$ cat config.mk
export PLATFORM = sky130hd
export DESIGN_NAME = indexed_nvram_port_controller_core
export DESIGN_NICKNAME = d
export VERILOG_FILES = /design/src/rtl/inpc_pkg.sv /design/src/rtl/inpc_mem.sv /design/src/rtl/inpc_ctrl.sv /design/src/rtl/indexed_nvram_port_controller_core.sv
export SDC_FILE = /design/constraint.sdc
export NUM_CORES = 2
export LEC_CHECK = 0
export BUFFER_PORTS_ARGS = -buffer_cell sky130_fd_sc_hd__buf_2
export CORE_ASPECT_RATIO = 0.75
export CORE_MARGIN = 10
export CORE_UTILIZATION = 55
export CTS_BUF_LIST = sky130_fd_sc_hd__clkbuf_8
export CTS_CLUSTER_DIAMETER = 80
export DETAILED_ROUTE_END_ITERATION = 16
export GPL_TIMING_DRIVEN = 0
export PLACE_DENSITY_LB_ADDON = 0.08
export SLEW_MARGIN = 20
export SYNTH_ARGS = -nofsm -noshare
export SYNTH_HDL_FRONTEND = slang
export SYNTH_HIERARCHICAL = 1
export SYNTH_SLANG_ARGS = --single-unit
export TNS_END_PERCENT = 5
$ cat constraint.sdc
create_clock -name clk -period 4.38 [get_ports clk]
set_input_delay 0.219 -clock clk [delete_from_list [all_inputs] [get_ports clk]]
set_output_delay 0.219 -clock clk [all_outputs]
set_load 0.01 [all_outputs]
$ cat src/rtl/inpc_pkg.sv
// ----------------------------------------------------------------------------
// inpc_pkg - shared types and constants of the indexed NVRAM port controller
// Holds the access codes, register indexes, status bytes and the structs
// passed between the control and memory parts.
// ----------------------------------------------------------------------------
package inpc_pkg;

    localparam int DATA_W  = 8;
    localparam int DELAY_W = 24;

    // Access mode of one beat
    typedef enum logic [1:0] {
        MODE_TICK  = 2'd0,
        MODE_READ  = 2'd1,
        MODE_WRITE = 2'd2
    } mode_t;

    // Port selected by one beat
    typedef enum logic [1:0] {
        PORT_STATE = 2'd0,
        PORT_ADDR  = 2'd1,
        PORT_DATA  = 2'd2
    } port_t;

    // Configuration register indexes
    typedef enum logic {
        CFG_READ_DELAY  = 1'b0,
        CFG_WRITE_DELAY = 1'b1
    } cfg_idx_t;

    localparam logic [DATA_W-1:0]  STATUS_BASE        = 8'h01;
    localparam logic [DATA_W-1:0]  STATUS_READY_BITS  = 8'h06;
    localparam logic [DELAY_W-1:0] READ_DELAY_RESET   = 24'd1;
    localparam logic [DELAY_W-1:0] WRITE_DELAY_RESET  = 24'd10000;
    localparam logic [DELAY_W-1:0] ADDR_BUSY_TICKS    = 24'd1;

    // Memory access request from control to memory
    typedef struct packed {
        logic              rd;
        logic              wr;
        logic [DATA_W-1:0] addr;
        logic [DATA_W-1:0] wdata;
    } mem_req_t;

    // Registered result of one beat
    typedef struct packed {
        logic              valid;
        logic              from_mem;
        logic [DATA_W-1:0] data;
        logic              ready;
    } res_t;

endpackage

$ cat src/rtl/inpc_mem.sv
// ----------------------------------------------------------------------------
// inpc_mem - byte memory of the NVRAM controller
// Synchronous single-port memory with a registered read. Per-entry
// valid bits make entries never written since reset read as zero.
// ----------------------------------------------------------------------------
module inpc_mem
    import inpc_pkg::*;
#(
    parameter int MEM_DEPTH = 256
)
(
    input  logic              clk,
    input  logic              rst_n,
    input  mem_req_t          req,
    output logic [DATA_W-1:0] rdata
);

    localparam int AW = (MEM_DEPTH > 1) ? $clog2(MEM_DEPTH) : 1;

    logic [DATA_W-1:0] mem [MEM_DEPTH];
    logic [MEM_DEPTH-1:0] valid_reg;
    logic [DATA_W-1:0] rdata_reg;
    logic              hit_reg;
    logic              in_range;
    logic [AW-1:0]     addr;

    // Guard addresses beyond the memory
    assign in_range = ({1'b0, req.addr} < (DATA_W+1)'(MEM_DEPTH));
    assign addr     = AW'(req.addr);

    // Store write data and read the addressed byte
    always_ff @(posedge clk)
    begin
        if (req.wr && in_range)
        begin
            mem[addr] <= req.wdata;
        end
        if (req.rd)
        begin
            rdata_reg <= mem[addr];
        end
    end

    // Track written entries and the hit of the last read
    always_ff @(posedge clk or negedge rst_n)
    begin
        if (!rst_n)
        begin
            valid_reg <= '0;
            hit_reg   <= 1'b0;
        end
        else
        begin
            if (req.wr && in_range)
            begin
                valid_reg[addr] <= 1'b1;
            end
            if (req.rd)
            begin
                hit_reg <= in_range && valid_reg[addr];
            end
        end
    end

    // Drop data of unwritten or out-of-range entries
    assign rdata = hit_reg ? rdata_reg : '0;

endmodule

$ cat src/rtl/inpc_ctrl.sv
// ----------------------------------------------------------------------------
// inpc_ctrl - access decoder of the NVRAM controller
// Decodes each beat, keeps the index register and the busy count, issues
// memory requests and registers the result of the beat.
// ----------------------------------------------------------------------------
module inpc_ctrl
    import inpc_pkg::*;
(
    input  logic               clk,
    input  logic               rst_n,
    input  logic               accept,
    input  logic [1:0]         mode,
    input  logic [1:0]         port,
    input  logic [DATA_W-1:0]  write_data,
    input  logic [DELAY_W-1:0] read_delay,
    input  logic [DELAY_W-1:0] write_delay,
    output mem_req_t           mem_req,
    output res_t               res
);

    logic [DATA_W-1:0]  index_reg;
    logic [DATA_W-1:0]  index_next;
    logic [DELAY_W-1:0] busy_cnt_reg;
    logic [DELAY_W-1:0] busy_cnt_next;
    res_t               res_reg;
    res_t               res_next;
    logic               ready_now;

    assign ready_now = (busy_cnt_reg == '0);

    // Decode the beat
    always_comb
    begin
        index_next       = index_reg;
        busy_cnt_next    = busy_cnt_reg;
        mem_req.rd       = 1'b0;
        mem_req.wr       = 1'b0;
        mem_req.addr     = index_reg;
        mem_req.wdata    = write_data;
        res_next.valid   = accept;
        res_next.from_mem = 1'b0;
        res_next.data    = '0;
        if (accept)
        begin
            unique case (mode_t'(mode))
                MODE_TICK:
                begin
                    if (!ready_now)
                    begin
                        busy_cnt_next = busy_cnt_reg - DELAY_W'(1);
                    end
                end
                MODE_READ:
                begin
                    unique case (port_t'(port))
                        PORT_STATE:
                        begin
                            res_next.data = STATUS_BASE
                                | (ready_now ? STATUS_READY_BITS : '0);
                        end
                        PORT_ADDR:
                        begin
                            if (ready_now)
                            begin
                                res_next.data = index_reg;
                                busy_cnt_next = ADDR_BUSY_TICKS;
                            end
                        end
                        PORT_DATA:
                        begin
                            if (ready_now)
                            begin
                                mem_req.rd        = 1'b1;
                                res_next.from_mem = 1'b1;
                                busy_cnt_next     = read_delay;
                            end
                        end
                        default:
                        begin
                        end
                    endcase
                end
                MODE_WRITE:
                begin
                    unique case (port_t'(port))
                        PORT_ADDR:
                        begin
                            if (ready_now)
                            begin
                                index_next    = write_data;
                                busy_cnt_next = ADDR_BUSY_TICKS;
                            end
                        end
                        PORT_DATA:
                        begin
                            if (ready_now)
                            begin
                                mem_req.wr    = 1'b1;
                                busy_cnt_next = write_delay;
                            end
                        end
                        default:
                        begin
                        end
                    endcase
                end
                default:
                begin
                end
            endcase
        end
        res_next.ready = (busy_cnt_next == '0);
    end

    // Advance state and register the result of the beat
    always_ff @(posedge clk or negedge rst_n)
    begin
        if (!rst_n)
        begin
            index_reg    <= '0;
            busy_cnt_reg <= '0;
            res_reg      <= '0;
        end
        else
        begin
            index_reg    <= index_next;
            busy_cnt_reg <= busy_cnt_next;
            res_reg      <= res_next;
        end
    end

    assign res = res_reg;

endmodule

$ cat src/rtl/indexed_nvram_port_controller_core.sv
// ----------------------------------------------------------------------------
// indexed_nvram_port_controller_core - byte-wide NVRAM port controller
// Three ports (state, address, data) over a byte memory, with configurable
// busy delays after data accesses.
//
//   channel  | signals                             | handshake
//   ---------+-------------------------------------+---------------------------
//   request  | mode, port, write_data              | start & !busy
//   result   | read_data, ready_res                | done, one cycle
//   config   | cfg_index, cfg_data                 | cfg_write
//
// Each beat is taken at the accepting edge: state updates and the memory
// access happen there, and the result shows with done in the next cycle. A
// new beat can be taken every cycle, so busy stays low. Reset clears the
// index register, the busy count and the memory valid bits, and loads the
// default delays; the memory then reads as zero. The receiver cannot stall
// the result.
// ----------------------------------------------------------------------------
module indexed_nvram_port_controller_core
    import inpc_pkg::*;
#(
    parameter int MEM_DEPTH = 256
)
(
    input  logic               clk,
    input  logic               rst_n,
    input  logic               start,
    output logic               busy,
    input  logic [1:0]         mode,
    input  logic [1:0]         port,
    input  logic [DATA_W-1:0]  write_data,
    output logic               done,
    output logic [DATA_W-1:0]  read_data,
    output logic               ready_res,
    input  logic               cfg_write,
    input  logic               cfg_index,
    input  logic [DELAY_W-1:0] cfg_data
);

    logic [DELAY_W-1:0] read_delay_reg;
    logic [DELAY_W-1:0] write_delay_reg;
    logic               accept;
    mem_req_t           mem_req;
    res_t               res;
    logic [DATA_W-1:0]  mem_rdata;

    assign busy   = 1'b0;
    assign accept = start && !busy;

    // Write the delay registers
    always_ff @(posedge clk or negedge rst_n)
    begin
        if (!rst_n)
        begin
            read_delay_reg  <= READ_DELAY_RESET;
            write_delay_reg <= WRITE_DELAY_RESET;
        end
        else if (cfg_write)
        begin
            unique case (cfg_idx_t'(cfg_index))
                CFG_READ_DELAY:  read_delay_reg  <= cfg_data;
                CFG_WRITE_DELAY: write_delay_reg <= cfg_data;
                default:
                begin
                end
            endcase
        end
    end

    inpc_ctrl u_ctrl
    (
        .clk         (clk),
        .rst_n       (rst_n),
        .accept      (accept),
        .mode        (mode),
        .port        (port),
        .write_data  (write_data),
        .read_delay  (read_delay_reg),
        .write_delay (write_delay_reg),
        .mem_req     (mem_req),
        .res         (res)
    );

    inpc_mem #(
        .MEM_DEPTH (MEM_DEPTH)
    ) u_mem
    (
        .clk   (clk),
        .rst_n (rst_n),
        .req   (mem_req),
        .rdata (mem_rdata)
    );

    // Select the result byte
    assign done      = res.valid;
    assign read_data = res.from_mem ? mem_rdata : res.data;
    assign ready_res = res.ready;

endmodule
; ---- After elaboration in Yosys (flattened, before gate mapping)
; Memory sizes are Yosys's and may differ from the RTL's. A register that Yosys moved wholly into a read port is not among the register bits.
; Cells that the tools add are included.
[word_totals]
ff_bits = 348
memories = 1
ramBits = 2048
word_cells = 54
output_inout_bits = 11
[classes]
n_eq_ne = 4
n_reduce_logical = 8
order_cmp = 2
bitwise_logic = 2
addsub = 1
muxes = 26
[mem_list]
columns = memory, depth, width, rd, rd_clocked_by_memory_dff, wr, line
row1 = u_mem.mem, 256, 8, 1, 1, 1, inpc_mem.sv:20  ; logic [DATA_W-1:0] mem [MEM_DEPTH];
[op_table]
columns = op, n
row1 = 256-bit OR, 1
row2 = 24-bit 2-to-1 mux, 5
row3 = 24-bit one-hot mux with 2 select lines, 2
row4 = 24-bit one-hot mux with 3 select lines, 1
row5 = 24-bit zero test, 2
row6 = 8-bit 2-to-1 mux, 3
row7 = "24-bit by 1-bit subtractor with 24-bit output, second input constant", 1
row8 = 9-bit 2-to-1 mux, 2
row9 = 8-bit one-hot mux with 2 select lines, 1
row10 = "8-bit by 9-bit < comparator with 1-bit output, second input constant", 1
row11 = 1-bit binary-select mux with 8-bit select, 1
row12 = 1-bit demux with 8-bit select, 1
row13 = "8-bit by 1-bit >= comparator with 1-bit output, second input constant", 1
row14 = 1-bit 2-to-1 mux, 8
row15 = "2-bit by 1-bit == test with 1-bit output, second input constant", 2
row16 = "2-bit == test, second input constant", 2
row17 = 2-bit zero test, 2
row18 = 2-bit AND reduction, 2
row19 = 4-bit AND reduction, 1
row20 = 3-bit 2-to-1 mux, 1
row21 = 2-bit 2-to-1 mux, 1
row22 = 1-bit logical AND, 1
row23 = 1-bit NOT, 1

; ---- Depth between registers and ports, before layout
[logic_depth]
depth_word = 7
ltp_mapped = 13
ltp_nobuf = 12

; ---- Cells and area by module
; The synthesis kept the hierarchy.
[by_module_without_submodules]
columns = module, seq_area_each_um2, cells_per_inst, n_inst, area_per_inst_um2
row1 = inpc_mem, 68170.4, 4087, 1, 89627.2
row2 = inpc_ctrl, 1076.0, 374, 1, 3265.6
row3 = indexed_nvram_port_controller_core, 1208.7, 114, 1, 2099.5

; ---- Worst setup path before layout
; No wires, ideal clock.
[synth_path]
kind = reg2reg
start = reg u_ctrl.busy_cnt_reg[2]
end = mem u_mem.mem[65][0] (enable)
path_slack_ns = 0.679
t_required_ns = 4.007
period_less_slack_ns = 3.701
t_arrival_ns = 3.328
stages_incl_launch_ff = 11
setup_ns = 0.373
path_cell_list = dfrtp_1 -> nor4_2 -> nand4_1 -> nor3_1 -> clkbuf_1 -> and3_1 -> clkbuf_1 -> clkbuf_1 -> nand3_1 -> clkbuf_1 -> nor2_1
[synth_rtl]
columns = element, line
row1 = from (decl), inpc_ctrl.sv:23  ; logic [DELAY_W-1:0] busy_cnt_reg;
row2 = from (signal assigned), inpc_ctrl.sv:127  ; busy_cnt_reg <= busy_cnt_next;
row3 = to (decl), inpc_mem.sv:20

==> summary.txt <==
Netlist Area Pre-Place -> 95,000 µm²
Tcrit/Tclk final -> 106%
failing checks -> setup timing
Yosys reg bits -> 2,404
NumNets Final -> 5,215
setup slack at placement -> -2710 ps
Worst Hold Class -> in2reg
Distinct cells, synth -> 88
critical path capture point type -> flip-flop
first-pass GRT wire length -> 455,000 µm
Hold Path Stages -> 3
setup_tns -> -8530 ps
clock sink total -> 2,404
DRT antenna net count -> 0
CP most frequent cell -> mux4_2
Worst Skew -> 91.5 ps
crit path max-delay cell type -> dfrtp_4
synthesized instance count -> 4,575
Final GP Congestion -> 1.01
initial antenna violation count -> 23
gr ovfl total -> 0
outcome -> complete, but fails checks
Layout area overhead -> 15.6%
hpwl dp -> 230,000 µm
sequential share of the synthesized area -> 74.2%
Hold WS -> 70.1 ps
worst slew pin tran -> 1220 ps
Num CTS Buffers -> 369
length of the first detailed-routing pass in iterations -> 7
DR vias -> 54,800
Hold Vio Cnt, Final -> 0
Setup CP Type -> reg2reg
max reg flops -> 2,048
CP max FO -> 10
# DRC -> 0
slack of the critical path -> -284 ps
core area -> 171,000 µm²
Peak supply drop -> 0.368 mV
Post-synth ARST share -> 14.5%
port bufs -> 49
Total GRT Usage -> 35.6%
startpoint types -> flip-flop
Filler cells -> 11,600
CP peak stage delay -> 590 ps
Synth Flop Type -> edfxtp_1
vias in the first global route -> 51,000
pwr/cell area -> 448 nW/µm²
TritonCTS clock tree -> yes
clock transition at the registers of the reported paths -> 60 ps
DR iter-0 viols -> 9,731
# setup viols final -> 250
Avg Cell Area, Syn -> 20.8 µm²
fmax -> 214 MHz
RSZ-0062 raised after global routing -> yes
Syn Nets -> 4,621
share of cells above drive strength 1 -> 39.6%
die extent in y -> 380 µm
synth warn -> 6
Initial Util -> 55.6%
cells on worst reg2reg path -> 11
leakage power -> 37.0 nW
Total Wirelength -> 342,000 µm
Ports -> 52
worst rel slew slack -> 17.9%
Clock Path Buffers -> 4
WP data required -> 5170 ps
reg-to-reg slack, setup -> -280 ps
Skew-Pair Late Insertion Delay -> 1100 ps
Inst Count DP -> 6,968
DIE AREA -> 190,000 µm²
CTS H-tree lvls -> 5
Die W -> 500 µm
crit path cell chain -> buf_2 > buf_4 > buf_6 > clkbuf_2 > buf_12 > mux4_2 > mux4_2 > nand3_1 > nand4_1 > nor3_1 > nand2_1
Slew Limit Fails -> 0
Final Critical Period -> 4660 ps
largest net degree at the start of global routing -> 141
Rows -> 131
root buf cell -> clkbuf_8
vias per std cell -> 7.08
max cap viols -> 0
fin cells -> 7,739
number of synthesized flops with an enable pin -> 2,056
DR WL/cell -> 44.2 µm
Critical Path AT -> 5450 ps
cells in the final DEF, fill, tap and decap left out, types with 41 or more instances in the layout:
master,count
or2_2,261
clkbuf_8,408
buf_16,41
edfxtp_1,2056
mux4_2,700
buf_4,49
buf_2,75
nor2_2,137
nor2_4,108
clkinv_2,47
clkbuf_1,47
buf_6,62
dlygate4sd3_1,78
dfrtp_1,341
nor2_1,48
nand2_1,82
inv_1,156
clkinv_1,48
nand3_1,59
clkbuf_2,59
a21oi_1,42
cell type report:
class                      instances  area [µm²]  area share, %
antenna                           18        45.0         0.0410
buffer                           259        1880           1.71
clock buffer                     404        5560           5.07
clock inverter                   258        1340           1.22
inverter                          14        52.6         0.0479
multi-input combinational       1896       24500           22.3
sequential                      2404       70500           64.2
tap                             2261        2830           2.58
timing repair buffer             225        3120           2.85
worst paths after layout:
check / start / end
worst max-delay path: u_ctrl/index_reg[1]$_DFFE_PN0P_ / u_mem/rdata_reg[5]$_DFFE_PP_
worst min-delay path: write_data[5] / u_ctrl/index_reg[5]$_DFFE_PN0P_
worst max register to register: u_ctrl/index_reg[1]$_DFFE_PN0P_ / u_mem/rdata_reg[5]$_DFFE_PP_
worst min register to register: u_mem/valid_reg[206]$_DFFE_PN0P_ / u_mem/valid_reg[206]$_DFFE_PN0P_
max in group asynchronous: rst_n / u_mem/valid_reg[95]$_DFFE_PN0P_
min in group asynchronous: rst_n / u_mem/valid_reg[211]$_DFFE_PN0P_
synth_stat cells, drive strengths merged, types with 17 or more instances:
master / n / area, µm²
mux2i: 34 / 340
a22oi: 32 / 240
nor2b: 22 / 145
o211ai: 17 / 128
o21ai: 28 / 144
a21oi: 43 / 219
nand4: 26 / 163
buf: 135 / 808
dfrtp: 342 / 8560
mux4: 700 / 15800
mux2: 74 / 983
clkbuf: 126 / 494
edfxtp: 2056 / 61700
nor4: 17 / 131
and2: 18 / 113
nand2: 84 / 325
nor2: 293 / 1110
nor3: 31 / 199
a31oi: 17 / 106
or2: 261 / 1630
nand3: 61 / 305
stage by stage:
stage / total power, mW / cell area (µm²) / utilization [%]
floorplan: 28.4 / 95000 / -
global placement: 31.0 / 98100 / 57.4
detailed placement: 31.3 / 100000 / 58.7
CTS: 49.0 / 109000 / 64.1
global route: 50.3 / 110000 / 64.2
finish: 49.1 / 110000 / 64.3
kinds of logic (layout without fill, tap and decap cells):
kind of cell | count (synthesis) | in the layout | share of synthesized area [%]
DFF | 2404 | 2404 | 74.2
and+or+nand+nor | 866 | 866 | 4.76
muxes | 808 | 808 | 18.0
buffers and inverters | 275 | 1160 | 1.43
AOI/OAI and AO/OA | 214 | 214 | 1.56
adders and majority gates | 5 | 5 | 0.0659
xor gates and xnor gates | 2 | 2 | 0.0184
other | 1 | 19 | 0.00395
metal layers:
layer  GRT usage [%]  wire length [µm]  vias up
met5               0               157        -
met4            14.3             16300       10
met3            13.4             52400      749
met2            48.5            143000     4627
met1            52.2            130000    29400
li1                -                 -    20000
worst max-delay path: cells and delay by family, from the launching register on:
kind | cells | cell delay, ps
flip-flops | 1 | 590
AND/OR/NAND/NOR | 4 | 980
multiplexers | 2 | 900
buffers and inverters | 5 | 1800
report_power, final:
group	internal (mW)	switching, mW	total (mW)
Clock	9.06	8.81	17.9
Sequential	25.0	0.184	25.2
Combinational	2.06	4.01	6.07
Total	36.1	13.0	49.1
repair_timing:
action                                 4_1_cts  5_1_grt
hold buffers                                79        0
buffers inserted                            13        1
gates resized for setup                    360       79
endpoints found under the hold margin     1364        0
setup endpoints to repair                 2314     1347
gates cloned                                 0        0
pin swaps                                   11        3
(Power assumes the default switching activity.)
